**src/egcd_pkg.sv**
```systemverilog
// Package for the extended gcd / modular inverse block.
// Holds controller states, datapath commands and the status struct.
package egcd_pkg;

    localparam int OPND_W = 32;
    localparam int COEF_W = 32;
    localparam int DIV_W  = 31;

    typedef enum logic [3:0] {
        S_IDLE,
        S_SETUP,
        S_RED,
        S_CHECK,
        S_EUC,
        S_STEP,
        S_AQ_GO,
        S_AQ,
        S_NORM_GO,
        S_NORM,
        S_FIN
    } state_t;

    typedef enum logic [3:0] {
        CMD_NONE,
        CMD_LOAD,
        CMD_RED_START,
        CMD_RED_DONE,
        CMD_EUC_START,
        CMD_EUC_DONE,
        CMD_STEP_START,
        CMD_STEP_DONE,
        CMD_AQ_START,
        CMD_AQ_DONE,
        CMD_NORM_START,
        CMD_NORM_DONE,
        CMD_FINISH
    } cmd_t;

    typedef struct packed {
        logic mode;
        logic bad;
        logic loop_go;
        logic b_nz;
        logic div_done;
        logic out_valid;
    } dp_status_t;

endpackage

```
**src/egcd_if.sv**
```systemverilog
// Request and result channel interfaces of the extended gcd block.
// Depends on egcd_pkg for field widths.
interface egcd_in_if;
    import egcd_pkg::*;
    logic                      valid;
    logic                      ready;
    logic                      action;
    logic signed [OPND_W-1:0]  first_operand;
    logic signed [OPND_W-1:0]  second_operand;

    modport source (output valid, output action, output first_operand,
                    output second_operand, input ready);
    modport sink   (input valid, input action, input first_operand,
                    input second_operand, output ready);
endinterface

interface egcd_out_if;
    import egcd_pkg::*;
    logic                      valid;
    logic                      ready;
    logic        [DIV_W-1:0]   divisor;
    logic signed [COEF_W-1:0]  coef_first;
    logic signed [COEF_W-1:0]  coef_second;
    logic        [DIV_W-1:0]   inverse;

    modport source (output valid, output divisor, output coef_first,
                    output coef_second, output inverse, input ready);
    modport sink   (input valid, input divisor, input coef_first,
                    input coef_second, input inverse, output ready);
endinterface

```
**src/egcd_div.sv**
```systemverilog
// Restoring divider, one quotient bit per cycle, with two multiply
// accumulators that build quotient * multiplicand as the bits arrive.
module egcd_div #(
    parameter int WIDTH = 32
) (
    input  logic                   clk,
    input  logic                   rst_n,
    input  logic                   start,
    input  logic [WIDTH-1:0]       dividend,
    input  logic [WIDTH-1:0]       divisor,
    input  logic signed [WIDTH+1:0] mult1,
    input  logic signed [WIDTH+1:0] mult2,
    output logic                   done,
    output logic [WIDTH-1:0]       rem,
    output logic signed [WIDTH+1:0] acc1,
    output logic signed [WIDTH+1:0] acc2
);
    localparam int CW   = WIDTH + 2;
    localparam int CNTW = $clog2(WIDTH);

    logic                 busy_reg, done_reg;
    logic [CNTW-1:0]      cnt_reg;
    logic [WIDTH-1:0]     dvd_reg, dvs_reg, rem_reg;
    logic signed [CW-1:0] m1_reg, m2_reg, acc1_reg, acc2_reg;

    logic [WIDTH:0]       shifted, diff;
    logic                 qbit;
    logic [WIDTH-1:0]     rem_next;
    logic signed [CW-1:0] acc1_next, acc2_next;

    // One restoring step
    always_comb
    begin
        shifted   = {rem_reg, dvd_reg[WIDTH-1]};
        diff      = shifted - {1'b0, dvs_reg};
        qbit      = (shifted >= {1'b0, dvs_reg});
        rem_next  = qbit ? diff[WIDTH-1:0] : shifted[WIDTH-1:0];
        acc1_next = (acc1_reg <<< 1) + (qbit ? m1_reg : CW'(0));
        acc2_next = (acc2_reg <<< 1) + (qbit ? m2_reg : CW'(0));
    end

    // Control
    always_ff @(posedge clk or negedge rst_n)
    begin
        if (!rst_n)
        begin
            busy_reg <= 1'b0;
            done_reg <= 1'b0;
            cnt_reg  <= '0;
        end
        else
        begin
            done_reg <= 1'b0;
            if (start)
            begin
                busy_reg <= 1'b1;
                cnt_reg  <= '0;
            end
            else if (busy_reg)
            begin
                cnt_reg <= cnt_reg + 1'b1;
                if (cnt_reg == CNTW'(WIDTH - 1))
                begin
                    busy_reg <= 1'b0;
                    done_reg <= 1'b1;
                end
            end
        end
    end

    // Operands and partial results
    always_ff @(posedge clk)
    begin
        if (start)
        begin
            dvd_reg  <= dividend;
            dvs_reg  <= divisor;
            rem_reg  <= '0;
            m1_reg   <= mult1;
            m2_reg   <= mult2;
            acc1_reg <= '0;
            acc2_reg <= '0;
        end
        else if (busy_reg)
        begin
            dvd_reg  <= {dvd_reg[WIDTH-2:0], 1'b0};
            rem_reg  <= rem_next;
            acc1_reg <= acc1_next;
            acc2_reg <= acc2_next;
        end
    end

    assign done = done_reg;
    assign rem  = rem_reg;
    assign acc1 = acc1_reg;
    assign acc2 = acc2_reg;
endmodule

```
**src/egcd_ctrl.sv**
```systemverilog
// Controller of the extended gcd block: sequences reduction, Euclid steps,
// normalization and result hand-off. Depends on egcd_pkg.
module egcd_ctrl (
    input  logic                 clk,
    input  logic                 rst_n,
    input  logic                 in_valid,
    output logic                 in_ready,
    input  egcd_pkg::dp_status_t status,
    output egcd_pkg::cmd_t       cmd
);
    import egcd_pkg::*;

    state_t state_reg, state_next;

    always_ff @(posedge clk or negedge rst_n)
    begin
        if (!rst_n)
            state_reg <= S_IDLE;
        else
            state_reg <= state_next;
    end

    // Next state and commands
    always_comb
    begin
        state_next = state_reg;
        cmd        = CMD_NONE;
        in_ready   = 1'b0;
        unique case (state_reg)
            S_IDLE:
            begin
                in_ready = 1'b1;
                if (in_valid)
                begin
                    cmd        = CMD_LOAD;
                    state_next = S_SETUP;
                end
            end
            S_SETUP:
            begin
                if (status.bad)
                    state_next = S_FIN;
                else if (status.mode)
                begin
                    cmd        = CMD_RED_START;
                    state_next = S_RED;
                end
                else
                    state_next = S_CHECK;
            end
            S_RED:
            begin
                if (status.div_done)
                begin
                    cmd        = CMD_RED_DONE;
                    state_next = S_CHECK;
                end
            end
            S_CHECK:
            begin
                if (status.loop_go)
                begin
                    cmd        = CMD_EUC_START;
                    state_next = S_EUC;
                end
                else if (status.b_nz)
                begin
                    cmd        = CMD_STEP_START;
                    state_next = S_STEP;
                end
                else
                    state_next = S_FIN;
            end
            S_EUC:
            begin
                if (status.div_done)
                begin
                    cmd        = CMD_EUC_DONE;
                    state_next = S_CHECK;
                end
            end
            S_STEP:
            begin
                if (status.div_done)
                begin
                    cmd        = CMD_STEP_DONE;
                    state_next = S_AQ_GO;
                end
            end
            S_AQ_GO:
            begin
                cmd        = CMD_AQ_START;
                state_next = S_AQ;
            end
            S_AQ:
            begin
                if (status.div_done)
                begin
                    cmd        = CMD_AQ_DONE;
                    state_next = S_NORM_GO;
                end
            end
            S_NORM_GO:
            begin
                cmd        = CMD_NORM_START;
                state_next = S_NORM;
            end
            S_NORM:
            begin
                if (status.div_done)
                begin
                    cmd        = CMD_NORM_DONE;
                    state_next = S_FIN;
                end
            end
            S_FIN:
            begin
                if (!status.out_valid)
                begin
                    cmd        = CMD_FINISH;
                    state_next = S_IDLE;
                end
            end
            default:
                state_next = S_IDLE;
        endcase
    end
endmodule

```
**src/egcd_dp.sv**
```systemverilog
// Datapath of the extended gcd block: operand magnitudes, remainder pair,
// coefficient registers, shared divider and the result register.
// Depends on egcd_pkg and egcd_div.
module egcd_dp #(
    parameter int WIDTH = 32
) (
    input  logic                             clk,
    input  logic                             rst_n,
    input  egcd_pkg::cmd_t                   cmd,
    output egcd_pkg::dp_status_t             status,
    input  logic                             action,
    input  logic signed [egcd_pkg::OPND_W-1:0] first_operand,
    input  logic signed [egcd_pkg::OPND_W-1:0] second_operand,
    input  logic                             out_ready,
    output logic                             out_valid,
    output logic [egcd_pkg::DIV_W-1:0]       divisor,
    output logic signed [egcd_pkg::COEF_W-1:0] coef_first,
    output logic signed [egcd_pkg::COEF_W-1:0] coef_second,
    output logic [egcd_pkg::DIV_W-1:0]       inverse
);
    import egcd_pkg::*;

    localparam int CW = WIDTH + 2;
    localparam int XW = CW + 32;

    // Operand decode
    logic [63:0]          fa64, fb64;
    logic [WIDTH-1:0]     opa, opb, ma_in, mb_in;

    always_comb
    begin
        fa64  = {32'b0, first_operand};
        fb64  = {32'b0, second_operand};
        opa   = fa64[WIDTH-1:0];
        opb   = fb64[WIDTH-1:0];
        ma_in = opa[WIDTH-1] ? (~opa + 1'b1) : opa;
        mb_in = opb[WIDTH-1] ? (~opb + 1'b1) : opb;
    end

    logic                 mode_reg, na_reg, nb_reg, bad_reg;
    logic [WIDTH-1:0]     ma_reg, mb_reg, x_reg, y_reg, step_reg, aq_reg;
    logic signed [CW-1:0] cu_reg, cv_reg, nu_reg, nv_reg;
    logic                 out_valid_reg;
    logic [DIV_W-1:0]     divisor_reg, inverse_reg;
    logic signed [COEF_W-1:0] coef_first_reg, coef_second_reg;

    // Divider hookup
    logic                 div_start, div_done;
    logic [WIDTH-1:0]     div_dvd, div_dvs, div_rem;
    logic signed [CW-1:0] div_m1, div_m2, div_acc1, div_acc2;
    logic                 cu_pos;
    logic signed [CW-1:0] cu_minus1, cu_neg;

    always_comb
    begin
        cu_pos    = !cu_reg[CW-1] && (cu_reg != '0);
        cu_minus1 = cu_reg - CW'(1);
        cu_neg    = -cu_reg;
        div_start = 1'b0;
        div_dvd   = x_reg;
        div_dvs   = y_reg;
        div_m1    = '0;
        div_m2    = '0;
        unique case (cmd)
            CMD_RED_START:
            begin
                div_start = 1'b1;
                div_dvd   = mb_reg;
                div_dvs   = ma_reg;
            end
            CMD_EUC_START:
            begin
                div_start = 1'b1;
                div_m1    = nu_reg;
                div_m2    = nv_reg;
            end
            CMD_STEP_START:
            begin
                div_start = 1'b1;
                div_dvd   = mb_reg;
                div_dvs   = x_reg;
                div_m1    = CW'(1);
            end
            CMD_AQ_START:
            begin
                div_start = 1'b1;
                div_dvd   = ma_reg;
                div_dvs   = x_reg;
                div_m1    = CW'(1);
            end
            CMD_NORM_START:
            begin
                div_start = 1'b1;
                div_dvd   = cu_pos ? cu_minus1[WIDTH-1:0] : cu_neg[WIDTH-1:0];
                div_dvs   = step_reg;
                div_m2    = CW'(aq_reg);
            end
            default:
            begin
                div_start = 1'b0;
            end
        endcase
    end

    egcd_div #(.WIDTH(WIDTH)) u_div (
        .clk      (clk),
        .rst_n    (rst_n),
        .start    (div_start),
        .dividend (div_dvd),
        .divisor  (div_dvs),
        .mult1    (div_m1),
        .mult2    (div_m2),
        .done     (div_done),
        .rem      (div_rem),
        .acc1     (div_acc1),
        .acc2     (div_acc2)
    );

    // Result formatting
    logic signed [CW-1:0] u_res, v_res, inv_res;
    logic signed [XW-1:0] u_x, v_x, inv_x, d_x;

    always_comb
    begin
        u_res   = '0;
        v_res   = '0;
        inv_res = '0;
        if (!mode_reg)
        begin
            u_res = (ma_reg == '0) ? '0 : (na_reg ? -cu_reg : cu_reg);
            v_res = (mb_reg == '0) ? '0 : (nb_reg ? -cv_reg : cv_reg);
        end
        else if (!bad_reg)
        begin
            u_res   = cu_reg;
            v_res   = (mb_reg == '0) ? '0 : cv_reg;
            inv_res = (ma_reg == WIDTH'(1)) ? '0 : v_res + CW'(ma_reg);
        end
        u_x   = XW'(u_res);
        v_x   = XW'(v_res);
        inv_x = XW'(inv_res);
        d_x   = bad_reg ? '0 : XW'(x_reg);
    end

    // Operand and coefficient registers
    always_ff @(posedge clk)
    begin
        unique case (cmd)
            CMD_LOAD:
            begin
                mode_reg <= action;
                na_reg   <= opa[WIDTH-1];
                nb_reg   <= opb[WIDTH-1];
                bad_reg  <= action && (opa[WIDTH-1] || (opa == '0));
                ma_reg   <= ma_in;
                mb_reg   <= mb_in;
                x_reg    <= ma_in;
                y_reg    <= mb_in;
                cu_reg   <= CW'(1);
                cv_reg   <= '0;
                nu_reg   <= '0;
                nv_reg   <= CW'(1);
            end
            CMD_RED_DONE:
            begin
                // residue of k in 0..n-1, negative k folded up
                if (nb_reg && (div_rem != '0))
                begin
                    mb_reg <= ma_reg - div_rem;
                    y_reg  <= ma_reg - div_rem;
                end
                else if (nb_reg)
                begin
                    mb_reg <= '0;
                    y_reg  <= '0;
                end
                else
                begin
                    mb_reg <= div_rem;
                    y_reg  <= div_rem;
                end
                x_reg <= ma_reg;
            end
            CMD_EUC_DONE:
            begin
                cu_reg <= nu_reg;
                cv_reg <= nv_reg;
                nu_reg <= cu_reg - div_acc1;
                nv_reg <= cv_reg - div_acc2;
                x_reg  <= y_reg;
                y_reg  <= div_rem;
            end
            CMD_STEP_DONE:
                step_reg <= div_acc1[WIDTH-1:0];
            CMD_AQ_DONE:
                aq_reg <= div_acc1[WIDTH-1:0];
            CMD_NORM_DONE:
            begin
                // bring u into 1..step, move v by the same multiple
                if (cu_pos)
                begin
                    cu_reg <= CW'(div_rem) + CW'(1);
                    cv_reg <= cv_reg + div_acc2;
                end
                else
                begin
                    cu_reg <= CW'(step_reg) - CW'(div_rem);
                    cv_reg <= cv_reg - CW'(aq_reg) - div_acc2;
                end
            end
            default:
            begin
            end
        endcase
    end

    // Result register
    always_ff @(posedge clk or negedge rst_n)
    begin
        if (!rst_n)
            out_valid_reg <= 1'b0;
        else if (cmd == CMD_FINISH)
            out_valid_reg <= 1'b1;
        else if (out_ready)
            out_valid_reg <= 1'b0;
    end

    always_ff @(posedge clk)
    begin
        if (cmd == CMD_FINISH)
        begin
            divisor_reg     <= d_x[DIV_W-1:0];
            coef_first_reg  <= u_x[COEF_W-1:0];
            coef_second_reg <= v_x[COEF_W-1:0];
            inverse_reg     <= inv_x[DIV_W-1:0];
        end
    end

    // Status back to the controller
    always_comb
    begin
        status.mode      = mode_reg;
        status.bad       = bad_reg;
        status.loop_go   = (x_reg != y_reg) && (y_reg != '0);
        status.b_nz      = (mb_reg != '0);
        status.div_done  = div_done;
        status.out_valid = out_valid_reg && !out_ready;
    end

    assign out_valid   = out_valid_reg;
    assign divisor     = divisor_reg;
    assign coef_first  = coef_first_reg;
    assign coef_second = coef_second_reg;
    assign inverse     = inverse_reg;
endmodule

```
**src/extended_gcd_mod_inverse.sv**
```systemverilog
// Top level of the extended gcd / modular inverse block.
// Depends on egcd_pkg, egcd_if, egcd_ctrl, egcd_dp (with egcd_div).
//
//  channel  | dir | fields
//  ---------+-----+---------------------------------------------------
//  in_ch    | in  | action, first_operand, second_operand
//  out_ch   | out | divisor, coef_first, coef_second, inverse
//
// One request at a time; all of its divisions run one after another in the
// shared divider.
// The result register frees the input: the next request is taken while a
// result waits. Reset is asynchronous, active low, and takes effect at once.
module extended_gcd_mod_inverse #(
    parameter int WIDTH = 32
) (
    input  logic       clk,
    input  logic       rst_n,
    egcd_in_if.sink    in_ch,
    egcd_out_if.source out_ch
);
    import egcd_pkg::*;

    cmd_t       cmd;
    dp_status_t status;

    egcd_ctrl u_ctrl (
        .clk      (clk),
        .rst_n    (rst_n),
        .in_valid (in_ch.valid),
        .in_ready (in_ch.ready),
        .status   (status),
        .cmd      (cmd)
    );

    egcd_dp #(.WIDTH(WIDTH)) u_dp (
        .clk            (clk),
        .rst_n          (rst_n),
        .cmd            (cmd),
        .status         (status),
        .action         (in_ch.action),
        .first_operand  (in_ch.first_operand),
        .second_operand (in_ch.second_operand),
        .out_ready      (out_ch.ready),
        .out_valid      (out_ch.valid),
        .divisor        (out_ch.divisor),
        .coef_first     (out_ch.coef_first),
        .coef_second    (out_ch.coef_second),
        .inverse        (out_ch.inverse)
    );
endmodule

```
**src/flat_wrapper.sv**
```systemverilog
// flat-port wrapper written by rule: the top's interface ports become plain ports
module extended_gcd_mod_inverse_flat import egcd_pkg::*;
#(
    parameter int WIDTH = 32
)
  (clk, rst_n, in_ch_valid, in_ch_action, in_ch_first_operand, in_ch_second_operand, in_ch_ready, out_ch_valid, out_ch_divisor, out_ch_coef_first, out_ch_coef_second, out_ch_inverse, out_ch_ready);
  egcd_in_if in_ch_i ();
  egcd_out_if out_ch_i ();
  input  logic clk;
  input  logic rst_n;
  input wire logic [$bits(in_ch_i.valid)-1:0] in_ch_valid;
  input wire logic [$bits(in_ch_i.action)-1:0] in_ch_action;
  input wire logic [$bits(in_ch_i.first_operand)-1:0] in_ch_first_operand;
  input wire logic [$bits(in_ch_i.second_operand)-1:0] in_ch_second_operand;
  output wire logic [$bits(in_ch_i.ready)-1:0] in_ch_ready;
  output wire logic [$bits(out_ch_i.valid)-1:0] out_ch_valid;
  output wire logic [$bits(out_ch_i.divisor)-1:0] out_ch_divisor;
  output wire logic [$bits(out_ch_i.coef_first)-1:0] out_ch_coef_first;
  output wire logic [$bits(out_ch_i.coef_second)-1:0] out_ch_coef_second;
  output wire logic [$bits(out_ch_i.inverse)-1:0] out_ch_inverse;
  input wire logic [$bits(out_ch_i.ready)-1:0] out_ch_ready;
  assign in_ch_i.valid = in_ch_valid;
  assign in_ch_i.action = in_ch_action;
  assign in_ch_i.first_operand = in_ch_first_operand;
  assign in_ch_i.second_operand = in_ch_second_operand;
  assign in_ch_ready = in_ch_i.ready;
  assign out_ch_valid = out_ch_i.valid;
  assign out_ch_divisor = out_ch_i.divisor;
  assign out_ch_coef_first = out_ch_i.coef_first;
  assign out_ch_coef_second = out_ch_i.coef_second;
  assign out_ch_inverse = out_ch_i.inverse;
  assign out_ch_i.ready = out_ch_ready;
  extended_gcd_mod_inverse #(.WIDTH(WIDTH)) u_core (.clk(clk), .rst_n(rst_n), .in_ch(in_ch_i), .out_ch(out_ch_i));
endmodule
```
**config.mk**
```make
export PLATFORM = sky130hd
export DESIGN_NAME = extended_gcd_mod_inverse_flat
export DESIGN_NICKNAME = d
export VERILOG_FILES = /design/src/egcd_pkg.sv /design/src/egcd_if.sv /design/src/egcd_div.sv /design/src/egcd_ctrl.sv /design/src/egcd_dp.sv /design/src/extended_gcd_mod_inverse.sv /design/src/flat_wrapper.sv
export SDC_FILE = /design/constraint.sdc
export NUM_CORES = 2
export LEC_CHECK = 0
export BUFFER_PORTS_ARGS = -buffer_cell sky130_fd_sc_hd__clkbuf_2
export CORE_MARGIN = 2
export CORE_UTILIZATION = 38
export DETAILED_ROUTE_END_ITERATION = 12
export PLACE_DENSITY = 0.5
export SYNTH_ARGS = -nofsm -noshare
export SYNTH_HDL_FRONTEND = slang
export SYNTH_SLANG_ARGS = --single-unit
```
**constraint.sdc**
```tcl
create_clock -name clk -period 25.6 [get_ports clk]
set_input_delay 1.28 -clock clk [delete_from_list [all_inputs] [get_ports clk]]
set_output_delay 1.28 -clock clk [all_outputs]
set_load 0.01 [all_outputs]
```
==> flow_summary.rst <==
.. list-table::
   :header-rows: 1

   * - Metric
     - Value
   * - Final cell utilization of the core
     - a little over two fifths
   * - Weighted congestion at the end of routability-driven global placement
     - 0.951
   * - Number of buffers inserted by post-CTS setup repair
     - 0
   * - Maximum clock rate
     - 0.125 GHz
   * - Number of clock buffers inserted by TritonCTS
     - 87
   * - Number of nets in the finished design
     - a little under 6k
   * - HP Class
     - register to register
   * - Worst ir drop on vdd
     - 0.0925 mV
   * - Max-cap violations
     - 0
   * - HPWL Detailed
     - 149 mm
   * - Global routing usage on met3
     - under 10%
   * - Distinct cells, synth
     - 89
   * - Post-synth top area share
     - 35.2%
   * - Site row count
     - 132
   * - Maximum number of pins on one net before global-route repair
     - 99
   * - Number of DRC violations after detailed routing
     - 0
   * - Post-CTS sizing
     - 0
   * - Final setup violation count
     - 0
   * - Hold-fix buffers, CTS
     - 0
   * - Share of synthesized cell area in and, or, nand and nor gates
     - 16.2%
   * - Required time reported for the critical path endpoint
     - 26210 ps
   * - Power per cell area
     - roughly 85 nW/um2
   * - Mapped Area
     - ~50000 um2
   * - CP Max Fanout
     - 58
   * - Worst clock skew
     - 51.1 ps
   * - Area enclosed by the die boundary
     - 134000 um2
   * - Area grow syn2layout
     - 12.1%
   * - Normalized max-slew margin
     - under 10%
   * - Yosys warnings
     - 0
   * - Horizontal extent of the die
     - about 370 um
   * - Post-synth EDFFs
     - 584
   * - Kind of end point of the critical path
     - register
   * - Final-layout fill cell count
     - ~13k
   * - Routed wire length per instance
     - 26.7 um
   * - Post-synthesis mux area share
     - under 10%
   * - CTS root buf
     - clkbuf_16
   * - Placeable core area
     - about 130000 um2
   * - Sinks on the clock net
     - 694
   * - Initial drt markers
     - around 4.8k
   * - Post-layout minimum cycle time
     - 7990 ps
   * - Max-slew violation count
     - 0
   * - Cell type with the largest total area after synthesis
     - edfxtp_1
   * - Number of storage elements in the synthesis netlist
     - slightly below 700
   * - Endpoints failing hold
     - 0
   * - Number of vias after detailed routing
     - between 40k and 50k
   * - Clock tree from TritonCTS
     - built
   * - Top area cells in the synthesized netlist
     - edfxtp_1 (35%), ha_1 (8.1%), xnor2_1 (5.0%), dfxtp_1 (3.9%), a21oi_1 (3.9%)
   * - Initial antenna violation count
     - 6
   * - Main combinational cell family by area after synthesis
     - compound AO/OA/AOI/OAI gates
   * - Arithmetic-cell share of the synthesized area counting full adders, half adders and majority gates
     - 9.73%
   * - Num ports
     - between 150 and 200
   * - Clock Pin Slew Worst Setup and Hold Paths
     - 60 ps
   * - Sequential area share after synthesis
     - 39.8%
   * - Number of vias per cell
     - 6.00
   * - Run status
     - complete, no violations
   * - Die extent in y
     - around 370 um
   * - Post-Syn Area per Cell
     - 9.30 um2
   * - Static power due to leakage
     - 21.5 nW
   * - Post-detailed-routing wire length
     - 194 mm
   * - Synthesized Nets
     - just under 6k
   * - Grt ovf
     - 0
   * - Clock buffer depth
     - 3
   * - Met2 demand-to-capacity share in global routing
     - 43.2%
   * - Predominant post-synthesis flop cell
     - edfxtp_1
   * - Deepest level of the CTS H-tree
     - 3
   * - Number of global-route vias before repair
     - 40.7k
   * - Transition time of the tightest slew-check pin
     - 1360 ps
   * - Wire length of the first global-routing pass
     - 281 mm
   * - Number of I/O port buffers
     - 196
   * - Compound-gate portion of the synthesized area
     - 21.2%
   * - Share of synthesized registers carrying an async set or reset
     - 1.73%
   * - Met1 demand-to-capacity share in global routing
     - between 30% and 40%
   * - Setup TNS Final
     - 0 ps
   * - Data arrival time of the critical path
     - 8610 ps
   * - Class of the most critical setup path
     - register to register
   * - Synthesized instance count
     - 5351
   * - Launching element type of the critical path
     - register
   * - Share of post-route cells with drive strength above 1
     - 8.87%
   * - Clock latency on the worst-skew pair
     - 720 ps
   * - Most used routing layer in global routing
     - met2
   * - Number of iterations in the first detailed-routing pass
     - 9
   * - Setup repair after global routing missed its margin
     - no
   * - Final worst-path cycle share
     - 31.2%
   * - Starting density of the core
     - 38.4%
   * - Remaining antenna violation count
     - 0
   * - Share of the synthesized netlist area taken by xor and xnor gates
     - between 7 and 8%
   * - Combined global-route utilization of all metal layers
     - 28.1%
-- path summary, 6_finish.rpt --
kind,from,to,slack (ps),cells after the start
max reg2reg,u_core.u_dp.u_div.rem[17],u_core.u_dp.u_div.acc2[28],17610,19
max in group asynchronous,rst_n,u_core.u_dp.u_div.busy_reg,24670,1
min reg2reg,u_core.u_dp.u_div.acc1[32],u_core.u_dp.u_div.acc1[32],480,2
max,u_core.u_dp.u_div.rem[17],u_core.u_dp.u_div.acc2[28],17610,19
min,u_core.u_dp.u_div.acc1[32],u_core.u_dp.u_div.acc1[32],480,2
min in group asynchronous,rst_n,u_core.u_dp.u_div.cnt_reg[1],540,1
-- per-layer routing --
metal  vias up  wire length (um)  share of wire, %
met5         -                 0                 0
met1     21445             86500                45
met2      1832             85300                44
met3       300             14500               7.5
li1      20040                 -                 -
met4         0              7790               4.0
-- synth_stat cells, types with 74 or more instances --
cell type / count
a211oi_1: 81
a21o_1: 156
a21oi_1: 390
a22oi_1: 74
and2_1: 112
clkbuf_1: 232
dfxtp_1: 98
edfxtp_1: 584
ha_1: 323
inv_1: 277
mux2i_1: 74
nand2_1: 417
nand3_1: 87
nor2_1: 463
nor2b_1: 100
nor3_1: 104
o21ai_0: 353
xnor2_1: 284
xor2_1: 131
-- cell families after synthesis --
family,after synthesis
simple gates,1652
flops,694
compound gates,1607
mux,78
buf+inv,542
fa+ha+maj,363
xor+xnor,415
-- cell type report --
class	count	area, um2	share of cell area, %
Multi-Input combinational cell	4115	28000	50.3
Clock buffer	112	2440	4.37
Sequential cell	694	19800	35.5
Inverter	280	1060	1.90
Timing Repair Buffer	272	1550	2.78
Antenna cell	1	2.50	0.00449
Clock inverter	49	681	1.22
Tap cell	1742	2180	3.91
-- critical path: stages, from the launching register on --
cell and delay [ps]:
dfxtp_1 420, ha_1 420, nand2_1 120, or4_1 580, or4b_2 690, o21a_1 260
a31oi_4 520, buf_4 530, buf_4 590, and2_1 290, ha_1 250, a21o_1 170
a21o_1 210, a2111oi_0 510, o21bai_1 230, a31o_2 340, a21oi_1 660, o21ai_0 390
o41a_1 450, a31oi_1 170
-- report_power, final --
part | internal [mW] | switching, mW | leakage, nW | total [mW]
logic | 0.567 | 1.13 | 13.5 | 1.70
registers | 1.52 | 0.176 | 6.56 | 1.70
clock network | 0.827 | 0.543 | 1.52 | 1.37
total | 2.91 | 1.85 | 21.5 | 4.76
-- cells in the final DEF, fill, tap and decap left out, types with 22 or more instances in the layout --
master / netlist / layout
xnor2_1: 284 / 284
a22o_1: 44 / 44
and2_1: 112 / 112
a31oi_1: 52 / 51
ha_1: 323 / 323
clkbuf_2: 1 / 197
nand3_1: 87 / 86
nand4_1: 57 / 57
nand2_1: 417 / 413
nand2b_1: 61 / 61
o21ai_0: 353 / 351
or4_1: 30 / 30
or2_2: 22 / 22
o21bai_1: 43 / 43
and3_1: 37 / 36
a222oi_1: 45 / 45
clkbuf_16: 0 / 92
o22ai_1: 35 / 35
inv_1: 277 / 275
mux2i_1: 74 / 74
nor2b_1: 100 / 100
xor2_1: 131 / 131
edfxtp_1: 584 / 584
dfxtp_1: 98 / 98
o211ai_1: 28 / 28
or3_1: 50 / 50
a21oi_1: 390 / 389
nor4_1: 52 / 52
a22oi_1: 74 / 74
buf_4: 0 / 75
a211oi_1: 81 / 80
o31ai_1: 61 / 61
a21o_1: 156 / 155
o21a_1: 52 / 51
fa_1: 40 / 40
nor3_1: 104 / 100
nor2_1: 463 / 457
-- per-stage QoR --
| step | cell area [um2] | setup WS (ps) | hold slack [ps] | total power, mW | std cells |
|---|---|---|---|---|---|
| floorplan | 49800 | 14990 | 441 | 2.79 | 5351 |
| global placement | 52600 | 17850 | 462 | 3.38 | 7102 |
| detailed placement | 52600 | 17690 | 473 | 3.37 | 7102 |
| CTS | 55700 | 17690 | 481 | 4.76 | 7263 |
| global route | 55700 | 17230 | 503 | 4.99 | 7264 |
| finish | 55700 | 17610 | 478 | 4.76 | 7265 |
Power figures use the tool's default switching activity.
